**src/hw/rtl/owerq_pkg.sv**
```systemverilog
// ----------------------------------------------------------------------------
// owerq_pkg
// Shared types and constants of the one-way elevator request queue.
// ----------------------------------------------------------------------------
package owerq_pkg;

  localparam int QUEUE_DEPTH = 16;
  localparam int TAG_BITS    = 8;

  localparam int BLOCK_W = 32;
  localparam int TAG_W   = 8;
  localparam int OCC_W   = 5;
  localparam int IDX_W   = $clog2(QUEUE_DEPTH);
  localparam int CNT_W   = $clog2(QUEUE_DEPTH + 1);

  localparam logic ACT_INSERT = 1'b0;
  localparam logic ACT_REMOVE = 1'b1;

  typedef enum logic [1:0] {
    ST_INSERTED = 2'd0,
    ST_FULL     = 2'd1,
    ST_REMOVED  = 2'd2,
    ST_EMPTY    = 2'd3
  } status_t;

  typedef struct packed {
    logic               action;
    logic [BLOCK_W-1:0] block_number;
    logic               ordered;
    logic [TAG_W-1:0]   request_tag;
  } request_t;

  typedef struct packed {
    logic [1:0]         status;
    logic [BLOCK_W-1:0] served_block;
    logic [TAG_W-1:0]   served_tag;
    logic [OCC_W-1:0]   occupancy;
  } result_t;

  typedef struct packed {
    logic [BLOCK_W-1:0]  block_number;
    logic [TAG_BITS-1:0] tag;
  } entry_t;

  typedef enum logic [1:0] {
    CELL_HOLD      = 2'd0,
    CELL_LOAD      = 2'd1,
    CELL_FROM_PREV = 2'd2,
    CELL_FROM_NEXT = 2'd3
  } cell_op_t;

  typedef struct packed {
    cell_op_t op;
    logic     capture;
  } cell_ctl_t;

endpackage

```
**src/hw/rtl/owerq_cell.sv**
```systemverilog
// ----------------------------------------------------------------------------
// owerq_cell
// One queue slot: holds a request, compares it against an incoming block
// number and shifts toward either neighbor.
// ----------------------------------------------------------------------------
module owerq_cell (
  input  logic                             clk,
  input  owerq_pkg::cell_ctl_t             ctl,
  input  logic [owerq_pkg::BLOCK_W-1:0]    probe_block,
  input  owerq_pkg::entry_t                load_entry,
  input  owerq_pkg::entry_t                prev_entry,
  input  owerq_pkg::entry_t                next_entry,
  output owerq_pkg::entry_t                entry,
  output logic                             probe_lt,
  output logic                             probe_gt
);
  import owerq_pkg::*;

  // The compare flags are taken when an item is accepted and used in the
  // next cycle to place the request.
  always_ff @(posedge clk) begin
    if (ctl.capture) begin
      probe_lt <= (probe_block < entry.block_number);
      probe_gt <= (probe_block > entry.block_number);
    end
  end

  always_ff @(posedge clk) begin
    case (ctl.op)
      CELL_LOAD:      entry <= load_entry;
      CELL_FROM_PREV: entry <= prev_entry;
      CELL_FROM_NEXT: entry <= next_entry;
      default:        entry <= entry;
    endcase
  end

endmodule

```
**src/hw/rtl/one_way_elevator_request_queue.sv**
```systemverilog
// ----------------------------------------------------------------------------
// one_way_elevator_request_queue
// Disk request queue kept in one-way scan order in a row of shifting cells.
// ----------------------------------------------------------------------------
// Usage: drive request and raise start while busy is low; the item is taken
// at that clock edge. Each item is an insert (sorted into the primary run,
// the secondary run behind the last served block, or after the lock point
// of an ordered request) or a remove of the head request.
// Every cell compares its stored block number with the incoming one in the
// accept cycle; in the next cycle the insert position is found from those
// flags and all cells shift at once. Busy is high for one cycle after the
// accept, and the result is on result with done high for exactly one cycle,
// starting at the edge that ends the busy cycle.
// A new item can be accepted at the edge that ends the done cycle.
// The receiver cannot stall; each result must be taken in its done cycle.
// A synchronous reset empties the queue and clears the switch point, the
// lock point and the last served position; stored entries are not cleared.
// ----------------------------------------------------------------------------
module one_way_elevator_request_queue (
  input  logic                 clk,
  input  logic                 rst,
  input  logic                 start,
  input  owerq_pkg::request_t  request,
  output logic                 busy,
  output logic                 done,
  output owerq_pkg::result_t   result
);
  import owerq_pkg::*;

  typedef enum logic [1:0] {
    S_IDLE = 2'b01,
    S_EXEC = 2'b10
  } state_t;

  state_t state, state_next;

  request_t               req;
  logic                   below_last;
  logic [CNT_W-1:0]       count, count_next;
  logic [IDX_W-1:0]       second_run_start, second_run_start_next;
  logic                   second_run_valid, second_run_valid_next;
  logic [IDX_W-1:0]       lock_position, lock_position_next;
  logic                   lock_valid, lock_valid_next;
  logic [BLOCK_W-1:0]     last_position, last_position_next;

  entry_t                 cell_entry [QUEUE_DEPTH];
  cell_ctl_t              cell_ctl   [QUEUE_DEPTH];
  logic [QUEUE_DEPTH-1:0] lt_flag, gt_flag;
  entry_t                 load_entry;

  logic                   accept;
  logic                   do_insert, do_remove;
  logic [IDX_W-1:0]       pos;
  result_t                result_next;

  assign accept     = start && (state == S_IDLE);
  assign busy       = (state == S_EXEC);
  assign do_insert  = (state == S_EXEC) && (req.action == ACT_INSERT) &&
                      (count != CNT_W'(QUEUE_DEPTH));
  assign do_remove  = (state == S_EXEC) && (req.action == ACT_REMOVE) &&
                      (count != '0);
  assign load_entry = '{block_number: req.block_number,
                        tag:          TAG_BITS'(req.request_tag)};

  // Cell row.
  for (genvar i = 0; i < QUEUE_DEPTH; i++) begin : g_cell
    entry_t prev_e, next_e;
    if (i == 0) begin : g_first
      assign prev_e = '0;
    end else begin : g_mid_prev
      assign prev_e = cell_entry[i-1];
    end
    if (i == QUEUE_DEPTH - 1) begin : g_last
      assign next_e = '0;
    end else begin : g_mid_next
      assign next_e = cell_entry[i+1];
    end

    owerq_cell u_cell (
      .clk         (clk),
      .ctl         (cell_ctl[i]),
      .probe_block (request.block_number),
      .load_entry  (load_entry),
      .prev_entry  (prev_e),
      .next_entry  (next_e),
      .entry       (cell_entry[i]),
      .probe_lt    (lt_flag[i]),
      .probe_gt    (gt_flag[i])
    );
  end

  // Insert position and mark updates.
  always_comb begin
    logic [IDX_W-1:0] n_idx;
    logic [IDX_W-1:0] last_idx;
    logic [IDX_W-1:0] start_idx;
    logic [IDX_W-1:0] tail_idx;
    logic [IDX_W-1:0] hit_idx;
    logic             hit_found;
    logic             scan;

    n_idx     = IDX_W'(count);
    last_idx  = IDX_W'(count - CNT_W'(1));
    start_idx = '0;
    tail_idx  = last_idx;
    scan      = 1'b0;
    pos       = n_idx;

    if (count == '0 || req.ordered) begin
      pos = n_idx;
    end else if (lock_valid) begin
      start_idx = lock_position;
      scan      = 1'b1;
    end else if (below_last) begin
      if (!second_run_valid) begin
        pos = n_idx;
      end else if (lt_flag[second_run_start]) begin
        pos = second_run_start;
      end else begin
        start_idx = second_run_start;
        scan      = 1'b1;
      end
    end else begin
      if (second_run_valid && second_run_start != '0) begin
        tail_idx = second_run_start - IDX_W'(1);
      end
      if (lt_flag[0]) begin
        pos = '0;
      end else begin
        scan = 1'b1;
      end
    end

    // Lowest slot after the start that ends the run or holds a larger block.
    hit_idx   = n_idx;
    hit_found = 1'b0;
    for (int k = QUEUE_DEPTH - 1; k >= 0; k--) begin
      if (IDX_W'(k) > start_idx && CNT_W'(k) < count &&
          ((second_run_valid && IDX_W'(k) == second_run_start) || lt_flag[k])) begin
        hit_idx   = IDX_W'(k);
        hit_found = 1'b1;
      end
    end

    if (scan) begin
      if (gt_flag[tail_idx]) begin
        pos = tail_idx + IDX_W'(1);
      end else if (hit_found) begin
        pos = hit_idx;
      end else begin
        pos = n_idx;
      end
    end

    state_next            = state;
    count_next            = count;
    second_run_start_next = second_run_start;
    second_run_valid_next = second_run_valid;
    lock_position_next    = lock_position;
    lock_valid_next       = lock_valid;
    last_position_next    = last_position;
    result_next           = '0;

    case (state)
      S_IDLE: begin
        if (accept) begin
          state_next = S_EXEC;
        end
      end
      S_EXEC: begin
        state_next = S_IDLE;
        if (req.action == ACT_INSERT) begin
          if (do_insert) begin
            result_next.status = ST_INSERTED;
            count_next         = count + CNT_W'(1);
            // Marks at or after the new slot move one place back.
            if (second_run_valid && second_run_start >= pos) begin
              second_run_start_next = second_run_start + IDX_W'(1);
            end
            if (lock_valid && lock_position >= pos) begin
              lock_position_next = lock_position + IDX_W'(1);
            end
            if (count != '0 && req.ordered) begin
              lock_valid_next       = 1'b1;
              lock_position_next    = n_idx;
              second_run_valid_next = 1'b0;
              second_run_start_next = '0;
            end else if (count == '0 && req.ordered) begin
              lock_valid_next       = 1'b1;
              lock_position_next    = n_idx;
              second_run_valid_next = 1'b0;
              second_run_start_next = '0;
            end else if (count != '0 && !lock_valid && below_last) begin
              // A block behind the last position opens the secondary run if none is
              // open, or heads it if it is below the run's first block.
              if (!second_run_valid) begin
                second_run_valid_next = 1'b1;
                second_run_start_next = n_idx;
              end else if (lt_flag[second_run_start]) begin
                second_run_start_next = second_run_start;
              end
            end
          end else begin
            result_next.status = ST_FULL;
          end
        end else begin
          if (do_remove) begin
            result_next.status       = ST_REMOVED;
            result_next.served_block = cell_entry[0].block_number;
            result_next.served_tag   = TAG_W'(cell_entry[0].tag);
            last_position_next       = cell_entry[0].block_number;
            count_next               = count - CNT_W'(1);
            if (lock_valid) begin
              if (lock_position == '0) begin
                lock_valid_next    = 1'b0;
                lock_position_next = '0;
              end else begin
                lock_position_next = lock_position - IDX_W'(1);
              end
            end
            if (second_run_valid) begin
              if (second_run_start <= IDX_W'(1)) begin
                second_run_valid_next = 1'b0;
                second_run_start_next = '0;
              end else begin
                second_run_start_next = second_run_start - IDX_W'(1);
              end
            end
          end else begin
            result_next.status = ST_EMPTY;
          end
        end
        result_next.occupancy = OCC_W'(count_next);
      end
      default: begin
        state_next = S_IDLE;
      end
    endcase
  end

  // Per-cell shift control.
  always_comb begin
    for (int i = 0; i < QUEUE_DEPTH; i++) begin
      cell_ctl[i].capture = accept;
      cell_ctl[i].op      = CELL_HOLD;
      if (do_remove) begin
        cell_ctl[i].op = CELL_FROM_NEXT;
      end else if (do_insert) begin
        if (IDX_W'(i) == pos) begin
          cell_ctl[i].op = CELL_LOAD;
        end else if (IDX_W'(i) > pos) begin
          cell_ctl[i].op = CELL_FROM_PREV;
        end
      end
    end
  end

  always_ff @(posedge clk) begin
    if (rst) begin
      state            <= S_IDLE;
      done             <= 1'b0;
      count            <= '0;
      second_run_start <= '0;
      second_run_valid <= 1'b0;
      lock_position    <= '0;
      lock_valid       <= 1'b0;
      last_position    <= '0;
    end else begin
      state            <= state_next;
      done             <= (state == S_EXEC);
      count            <= count_next;
      second_run_start <= second_run_start_next;
      second_run_valid <= second_run_valid_next;
      lock_position    <= lock_position_next;
      lock_valid       <= lock_valid_next;
      last_position    <= last_position_next;
    end
  end

  always_ff @(posedge clk) begin
    if (accept) begin
      req        <= request;
      below_last <= (request.block_number < last_position);
    end
    if (state == S_EXEC) begin
      result <= result_next;
    end
  end

endmodule

```
**config.mk**
```make
export PLATFORM = sky130hd
export DESIGN_NAME = one_way_elevator_request_queue
export DESIGN_NICKNAME = d
export VERILOG_FILES = /design/src/hw/rtl/owerq_pkg.sv /design/src/hw/rtl/owerq_cell.sv /design/src/hw/rtl/one_way_elevator_request_queue.sv
export SDC_FILE = /design/constraint.sdc
export NUM_CORES = 2
export LEC_CHECK = 0
export BUFFER_PORTS_ARGS = -buffer_cell sky130_fd_sc_hd__buf_2
export CAP_MARGIN = 30
export CORE_ASPECT_RATIO = 1.4
export CORE_UTILIZATION = 49
export DETAILED_ROUTE_END_ITERATION = 16
export GPL_TIMING_DRIVEN = 0
export PLACE_DENSITY = 0.67
export SYNTH_ARGS = -nofsm -noshare
export SYNTH_HDL_FRONTEND = slang
export SYNTH_SLANG_ARGS = --single-unit
```
**constraint.sdc**
```tcl
create_clock -name clk -period 7.8 [get_ports clk]
set_input_delay 1.17 -clock clk [delete_from_list [all_inputs] [get_ports clk]]
set_output_delay 1.17 -clock clk [all_outputs]
set_load 0.01 [all_outputs]
```
* Yosys cells after proc, flatten, opt, wreduce, memory -nomap -nowiden
Cells that the tools add are included. Widths: inputs -> output; s select.
Storage, ports and cells: bits in registers 812, bits in latches 0, bits in writable memories 0, bits in read-only memories 0, input port bits 45, output and inout port bits 49, logic and storage cells 552, memories 0
Cells by class: add/subtract/negate cells 7, multipliers 0, div/mod/pow operators 0, magnitude comparators 86, eq/ne operators 85, shift operators 0, multiplexer cells 180, bitwise logic cells 2, reduce and logical (&&, ||, !) cells 111
Operator list (count):
- $pmux 40 s3 | 16
- $lt 32x32->1 | 17
- $gt 32x32->1 | 16
- $mux 4 | 53
- $mux 2 | 65
- $eq 2x2->1 const B | 33
- $eq 4x4->1 const A | 16
- $gt 4x4->1 const A | 16
- $logic_and 1x1->1 | 60
- $reduce_bool 3->1 | 17
- $mux 1 | 41
- $lt 4x5->1 const A | 8
- $eq 2x1->1 const B | 17
- $eq 3x4->1 const A | 8
- $gt 3x4->1 const A | 8
- $lt 3x5->1 const A | 4
- $logic_or 1x1->1 | 17
- $eq 2x4->1 const A | 4
- $gt 1x4->1 const A | 4
- $gt 2x4->1 const A | 4
- $mux 5 | 3
- $add 4x1->4 const B | 3
- $logic_not 4->1 | 3
- $reduce_bool 4->1 | 3
- 23 further kinds | 35

* Longest topological paths before layout
word-level depth 39, gate-level depth with buffers 28, gate-level depth less buffers 26

* By module
From an unflattened synthesis, not the netlist that was laid out.
Second synthesis, totals: cells, all modules 5574, area, all modules 55106.6 µm²
Modules (own cells, without submodules):
- owerq_cell | instances 16, cells each 292, area each 2916.5 µm², sequential area each 1261.2 µm²
- one_way_elevator_request_queue | instances 1, cells each 902, area each 8441.8 µm², sequential area each 3703.6 µm²

* Worst setup path after synthesis
Ideal clock, no wire load.
kind reg-to-reg, from register second_run_start[0], to register g_cell[4].u_cell.entry[0] (netlist name), enable pin, library setup time 493 ps, data arrival time 6880 ps, data required time 7307 ps, setup slack 427 ps, cell stages (with the launch flop) 18, path buffers 4, period minus slack after synthesis 7373 ps, cells stage by stage dfxtp_1 -> clkbuf_1 -> clkbuf_1 -> inv_1 -> ha_1 -> nor3b_1 -> nor4_4 -> mux2i_4 -> mux2i_1 -> mux2_2 -> o211a_1 -> o211ai_1 -> o32ai_1 -> inv_1 -> nand2_2 -> clkbuf_1 -> clkbuf_1 -> o21ai_0
Between the ends: word-level cells in the longest chain between the ends 36, elaborated cells on any way between the ends 168, classes of those cells 2 x add/sub; 17 x order compare; 19 x eq/ne; 62 x mux; 68 x reduce/logical
Ends and longest elaborated chain:
- start: declaration | line one_way_elevator_request_queue.sv:40 | logic [IDX_W-1:0] second_run_start, second_run_start_next;
- start signal: assignment | line one_way_elevator_request_queue.sv:272 | second_run_start <= second_run_start_next;
- $bmux 1 s4 | line one_way_elevator_request_queue.sv:117 | end else if (lt_flag[second_run_start]) begin
- $mux 1 (not written as such) | line one_way_elevator_request_queue.sv:117
- $mux 4 | line one_way_elevator_request_queue.sv:117
- $mux 4 | line one_way_elevator_request_queue.sv:115 | if (!second_run_valid) begin
- $mux 4 | line one_way_elevator_request_queue.sv:114 | end else if (below_last) begin
- $mux 4 | line one_way_elevator_request_queue.sv:111 | end else if (lock_valid) begin
- $mux 4 | line one_way_elevator_request_queue.sv:109 | if (count == '0 || req.ordered) begin
- $gt 4x4->1 | line one_way_elevator_request_queue.sv:138 | if (IDX_W'(k) > start_idx && CNT_W'(k) < count &&
- [20 not listed]
- $mux 4 (*) | line one_way_elevator_request_queue.sv:145 | if (scan) begin
- $gt 3x4->1 | line one_way_elevator_request_queue.sv:251 | end else if (IDX_W'(i) > pos) begin
- $mux 2 | line one_way_elevator_request_queue.sv:251
- $mux 2 (*) | line one_way_elevator_request_queue.sv:249 | if (IDX_W'(i) == pos) begin
- $mux 2 (*) | line one_way_elevator_request_queue.sv:248 | end else if (do_insert) begin
- $mux 2 (*) | line one_way_elevator_request_queue.sv:246 | if (do_remove) begin
- $eq 2x1->1 or $eq 2x2->1 (tied branches) | line owerq_cell.sv:29 | case (ctl.op)
- $reduce_bool 3->1 (no line) (*)
- end signal: assignment | line owerq_cell.sv:30 | CELL_LOAD: entry <= load_entry;
- end signal: assignment | line owerq_cell.sv:31 | CELL_FROM_PREV: entry <= prev_entry;
- end signal: assignment | line owerq_cell.sv:32 | CELL_FROM_NEXT: entry <= next_entry;
- end: declaration | line owerq_cell.sv:13 | output owerq_pkg::entry_t entry,
Mark *: on every way between the ends. The rest lies on a longest branch, timed or not. The select of a mux whose other input is x is not followed. A chain may end at the register's enable or synchronous reset.

* Final worst setup path
from register count[0], to register g_cell[14].u_cell.entry[27] (netlist name), enable pin
Between the ends: word-level cells in the longest chain between the ends 32, elaborated cells on any way between the ends 131, classes of those cells 2 x add/sub; 33 x order compare; 5 x eq/ne; 53 x mux; 38 x reduce/logical
Ends and longest elaborated chain:
- start: declaration | line one_way_elevator_request_queue.sv:39 | logic [CNT_W-1:0] count, count_next;
- start signal: assignment | line one_way_elevator_request_queue.sv:271 | count <= count_next;
- $logic_not 5->1 | line one_way_elevator_request_queue.sv:109
- $logic_or 1x1->1 | line one_way_elevator_request_queue.sv:109
- $mux 4 | line one_way_elevator_request_queue.sv:109
- $gt 4x4->1 | line one_way_elevator_request_queue.sv:138
- $logic_and 1x1->1 (2 in series) | line one_way_elevator_request_queue.sv:138
- $mux 4 or $mux 1 (tied branches) (16 in series) | line one_way_elevator_request_queue.sv:138
- $mux 4 | line one_way_elevator_request_queue.sv:148 | end else if (hit_found) begin
- $mux 4 | line one_way_elevator_request_queue.sv:146 | if (gt_flag[tail_idx]) begin
- $mux 4 | line one_way_elevator_request_queue.sv:145
- $gt 4x4->1 | line one_way_elevator_request_queue.sv:251
- $mux 2 | line one_way_elevator_request_queue.sv:251
- $mux 2 | line one_way_elevator_request_queue.sv:249
- $mux 2 | line one_way_elevator_request_queue.sv:248
- $mux 2 (*) | line one_way_elevator_request_queue.sv:246
- $eq 2x1->1 or $eq 2x2->1 (tied branches) | line owerq_cell.sv:29
- $reduce_bool 3->1 (no line) (*)
- end signal: assignment | line owerq_cell.sv:30
- end signal: assignment | line owerq_cell.sv:31
- end signal: assignment | line owerq_cell.sv:32
- end: declaration | line owerq_cell.sv:13
Marked as above.

==> out/qor.log <==
[status] outcome completed
[clock_network] Clk Tree Root Cell sky130_fd_sc_hd__clkbuf_16
[synthesis] Seq/Total Area, Yosys 46.1%
[placed_design] number of buffers inserted by port buffering 92
[clock_network] Inserted Clock Buffers 88
[clock_network] buffers from clock root to sink, at most 3
[placed_design] Final Wtd Congestion 1.02
[global_routing] largest net degree at the start of global routing 43
[synthesis] Cells after Synth 5103
[synthesis] share of synthesized registers carrying an async set or reset 0%
[detailed_routing] drt first-iter violations 4218
[synthesis] synthesized area divided by synthesized cell count 10.1 sq um
[layout] post-route cell area 0.0575 sq mm
[global_routing] wire length of the first global-routing pass 293000 um
[floorplanning] Die ar. 0.107 sq mm
[clock_network] CTS tree yes
[floorplanning] chip width 277 um
[placed_design] Area after DPL 0.0545 sq mm
[global_routing] met3 Usage GRT 5.00%
[worst_setup_path] type of element launching the critical path flop
[clock_network] Reg clk slew, reported paths 60 ps
[layout] synth-to-layout area growth 11.1%
[worst_setup_path] Critical Path Fanout Max 34
[layout] final net count 5938
[global_routing] met1 usage 42.5%
[synthesis] number of storage elements in the synthesis netlist 812
[synthesis] dominant synthesized flop cell sky130_fd_sc_hd__edfxtp_1
[timing] max-slew violation count 0
[layout] post-layout instance count excluding filler cells 6749
[clock_network] hold-fix buffers at CTS 0
[synthesis] count of distinct cell types in the synthesized netlist 87
[synthesis] count of flip-flops with a built-in enable after synthesis 762
[timing] worst slew slack as a fraction of its limit 12.2%
[detailed_routing] drt first pass iters 6
[power_and_ir_drop] Worst VDD drop 178 uV
[hold_path] worst hold-check path type reg2reg
[global_routing] total routing usage reported by global routing 37.9%
[floorplanning] I/O Pins 94
[timing] setup total negative slack 0 ps
[timing] total setup violations reported at the end of the flow 0
[synthesis] share of Yosys cell area claimed by the top area cell type 44.2%
[global_routing] number of antenna violations at the first check in global routing 1
[clock_network] clock insertion delay at the later pin of the skew report 710 ps
[layout] total inserted antenna cells 0
[layout] share of layout cells above drive strength 1 7.28%
[power_and_ir_drop] Pwr Density 181 mW/mm^2
[worst_setup_path] WP data arrival 8180 ps
[floorplanning] area of the core region 0.104 sq mm
[detailed_routing] detail-routed net length per standard cell 30.5 um
[global_routing] Congestion Overflow GR 0
[timing] RSZ-0062 raised after global routing false
[detailed_routing] ratio of routed vias to standard cells 6.50
[synthesis] cell taking the most area after synthesis sky130_fd_sc_hd__edfxtp_1
[timing] clock period minus final worst setup slack 7770 ps
[synthesis] count of warnings emitted by yosys 0
[detailed_routing] drc violations 0
[timing] maximum operating frequency 0.129 GHz
[worst_setup_path] data required time of the worst path 8220 ps
[worst_setup_path] Crit. End Element flop
[timing] number of hold violations in the final report 0
[floorplanning] Vert. Die Dim 387 um
[floorplanning] total number of placement rows 140
[floorplanning] effective utilization at floorplan 49.6%
[clock_network] Clock Sinks 812
[timing] skew final 41.1 ps
[global_routing] number of global-route vias before repair 43700
[layout] fillers 9423
[synthesis] count leader, synth sky130_fd_sc_hd__edfxtp_1
[timing] final worst path period share 99.6%
[detailed_routing] detailed-route wire length 206000 um
[placed_design] # placed instances 6578
[detailed_routing] antenna-violating nets left 0
[synthesis] synthesized netlist net count 5712
[detailed_routing] vias post-DR 43800
[global_routing] busiest metal layer after global routing met2
[clock_network] level count of the clock H-tree 3
[worst_setup_path] path type of the worst setup path reg2reg
[layout] combined area of the multi-input logic cells 0.0246 sq mm
[synthesis] Post-Syn Area 0.0518 sq mm
[synthesis] top cells by instance count after synthesis 762 x sky130_fd_sc_hd__edfxtp_1, 593 x sky130_fd_sc_hd__inv_1, 564 x sky130_fd_sc_hd__ha_1
[global_routing] met2 track utilization from global routing 63.1%
[synthesis] cell types occupying the most area after synthesis sky130_fd_sc_hd__edfxtp_1 44%, sky130_fd_sc_hd__ha_1 14%, sky130_fd_sc_hd__inv_1 4.3%
[job] number of violations of the max-capacitance limit 0
[layout] sequential cell area 0.0239 sq mm
[placed_design] Detailed Place HPWL 164000 um
[timing] pin slew with the least headroom to its limit 1320 ps
[power_and_ir_drop] LEAKAGE 24.1 nW
## kinds of logic after synthesis
kind of cell,Yosys count,share of synthesized area [%]
AOI/OAI and AO/OA,1651,21.5
xor gates and xnor gates,14,0.237
adders and majority gates,564,13.6
buffers and inverters,894,6.57
DFF,812,46.1
muxes,77,1.59
and+or+nand+nor,1091,10.3
## worst max-delay path, cell delays in order (launching register included)
cell and delay [ps]:
sky130_fd_sc_hd__dfxtp_1 430, sky130_fd_sc_hd__clkbuf_2 310, sky130_fd_sc_hd__inv_1 370, sky130_fd_sc_hd__ha_1 310, sky130_fd_sc_hd__nor4b_4 560, sky130_fd_sc_hd__nor2_1 270
sky130_fd_sc_hd__a31oi_1 460, sky130_fd_sc_hd__o21ai_1 380, sky130_fd_sc_hd__o211ai_1 240, sky130_fd_sc_hd__o211ai_1 200, sky130_fd_sc_hd__nor4b_1 200, sky130_fd_sc_hd__o32ai_2 600
sky130_fd_sc_hd__inv_1 520, sky130_fd_sc_hd__nand2_2 430, sky130_fd_sc_hd__o21ai_1 220, sky130_fd_sc_hd__nor3_1 490, sky130_fd_sc_hd__buf_2 520, sky130_fd_sc_hd__buf_2 470
sky130_fd_sc_hd__inv_2 200, sky130_fd_sc_hd__buf_12 230
## timing repair
action | 4_1_cts | 5_1_grt
gates resized for setup | 6 | 7
setup buffers | 3 | 2
pin swaps | 2 | 0
setup endpoints to repair | 348 | 340
## state kept, by name (all words and copies together) (netlist names), 2 cells and up
signal	count
g_cell.u_cell.entry	640
req	2
lock_position	4
count	5
g_cell.u_cell.probe_gt	16
state	2
g_cell.u_cell.probe_lt	16
last_position	32
result	47
load_entry	40
second_run_start	4
## routing by layer
layer  vias up  wire length [um]
li1      19400                 -
met1     21300             72800
met2      2363             96900
met3       755             14600
met4         0             21300
met5         -                 0
## placed cells by master, fill, tap and decap left out, types with 50 or more instances in the layout
| cell type | count |
|---|---|
| sky130_fd_sc_hd__a21o_1 | 170 |
| sky130_fd_sc_hd__a21oi_1 | 359 |
| sky130_fd_sc_hd__a221o_1 | 95 |
| sky130_fd_sc_hd__a22o_1 | 143 |
| sky130_fd_sc_hd__a22oi_1 | 132 |
| sky130_fd_sc_hd__a31oi_1 | 55 |
| sky130_fd_sc_hd__buf_2 | 127 |
| sky130_fd_sc_hd__clkbuf_1 | 254 |
| sky130_fd_sc_hd__clkbuf_16 | 90 |
| sky130_fd_sc_hd__dfxtp_1 | 50 |
| sky130_fd_sc_hd__edfxtp_1 | 762 |
| sky130_fd_sc_hd__ha_1 | 564 |
| sky130_fd_sc_hd__inv_1 | 583 |
| sky130_fd_sc_hd__mux2i_1 | 64 |
| sky130_fd_sc_hd__nand2_1 | 364 |
| sky130_fd_sc_hd__nand2b_1 | 107 |
| sky130_fd_sc_hd__nand4_1 | 128 |
| sky130_fd_sc_hd__nor2_1 | 201 |
| sky130_fd_sc_hd__nor2b_1 | 124 |
| sky130_fd_sc_hd__nor3_1 | 68 |
| sky130_fd_sc_hd__o21a_1 | 56 |
| sky130_fd_sc_hd__o21ai_0 | 393 |
| sky130_fd_sc_hd__o22ai_1 | 50 |
## per-stage QoR
step	utilization (%)	hold slack, ps	setup WS [ps]	total power [mW]
2_1_floorplan	-	424	427	5.69
3_3_place_gp	51.6	442	-3770	6.13
3_5_place_dp	52.2	433	-610	6.17
4_1_cts	55.0	455	0.234	10.3
5_1_grt	55.1	467	60.2	10.6
6_report	55.1	453	33.1	10.4
## layout make-up
class	count	share of cell area (%)
flip-flops and latches	812	41.5
well taps	1349	2.94
plain buffers	296	2.02
clock inverters	54	0.831
repair buffers	136	1.99
multi-input cells	3397	42.7
clock buffers	107	4.03
inverters	598	3.92
## final timing paths
kind | start | to | slack (ps) | cells after the start
max reg2reg | count[0] | g_cell[14].u_cell.entry[27] | 30 | 19
max | count[0] | g_cell[14].u_cell.entry[27] | 30 | 19
min reg2reg | last_position[6] | last_position[6] | 450 | 2
min | last_position[6] | last_position[6] | 450 | 2
## power by group
| part | total, mW | switching [mW] | internal [mW] |
|---|---|---|---|
| Clock | 4.26 | 1.94 | 2.32 |
| Sequential | 4.96 | 0.0792 | 4.88 |
| Combinational | 1.16 | 0.755 | 0.402 |
| Total | 10.4 | 2.77 | 7.61 |
Note: power is estimated with default switching activity, not from simulation.
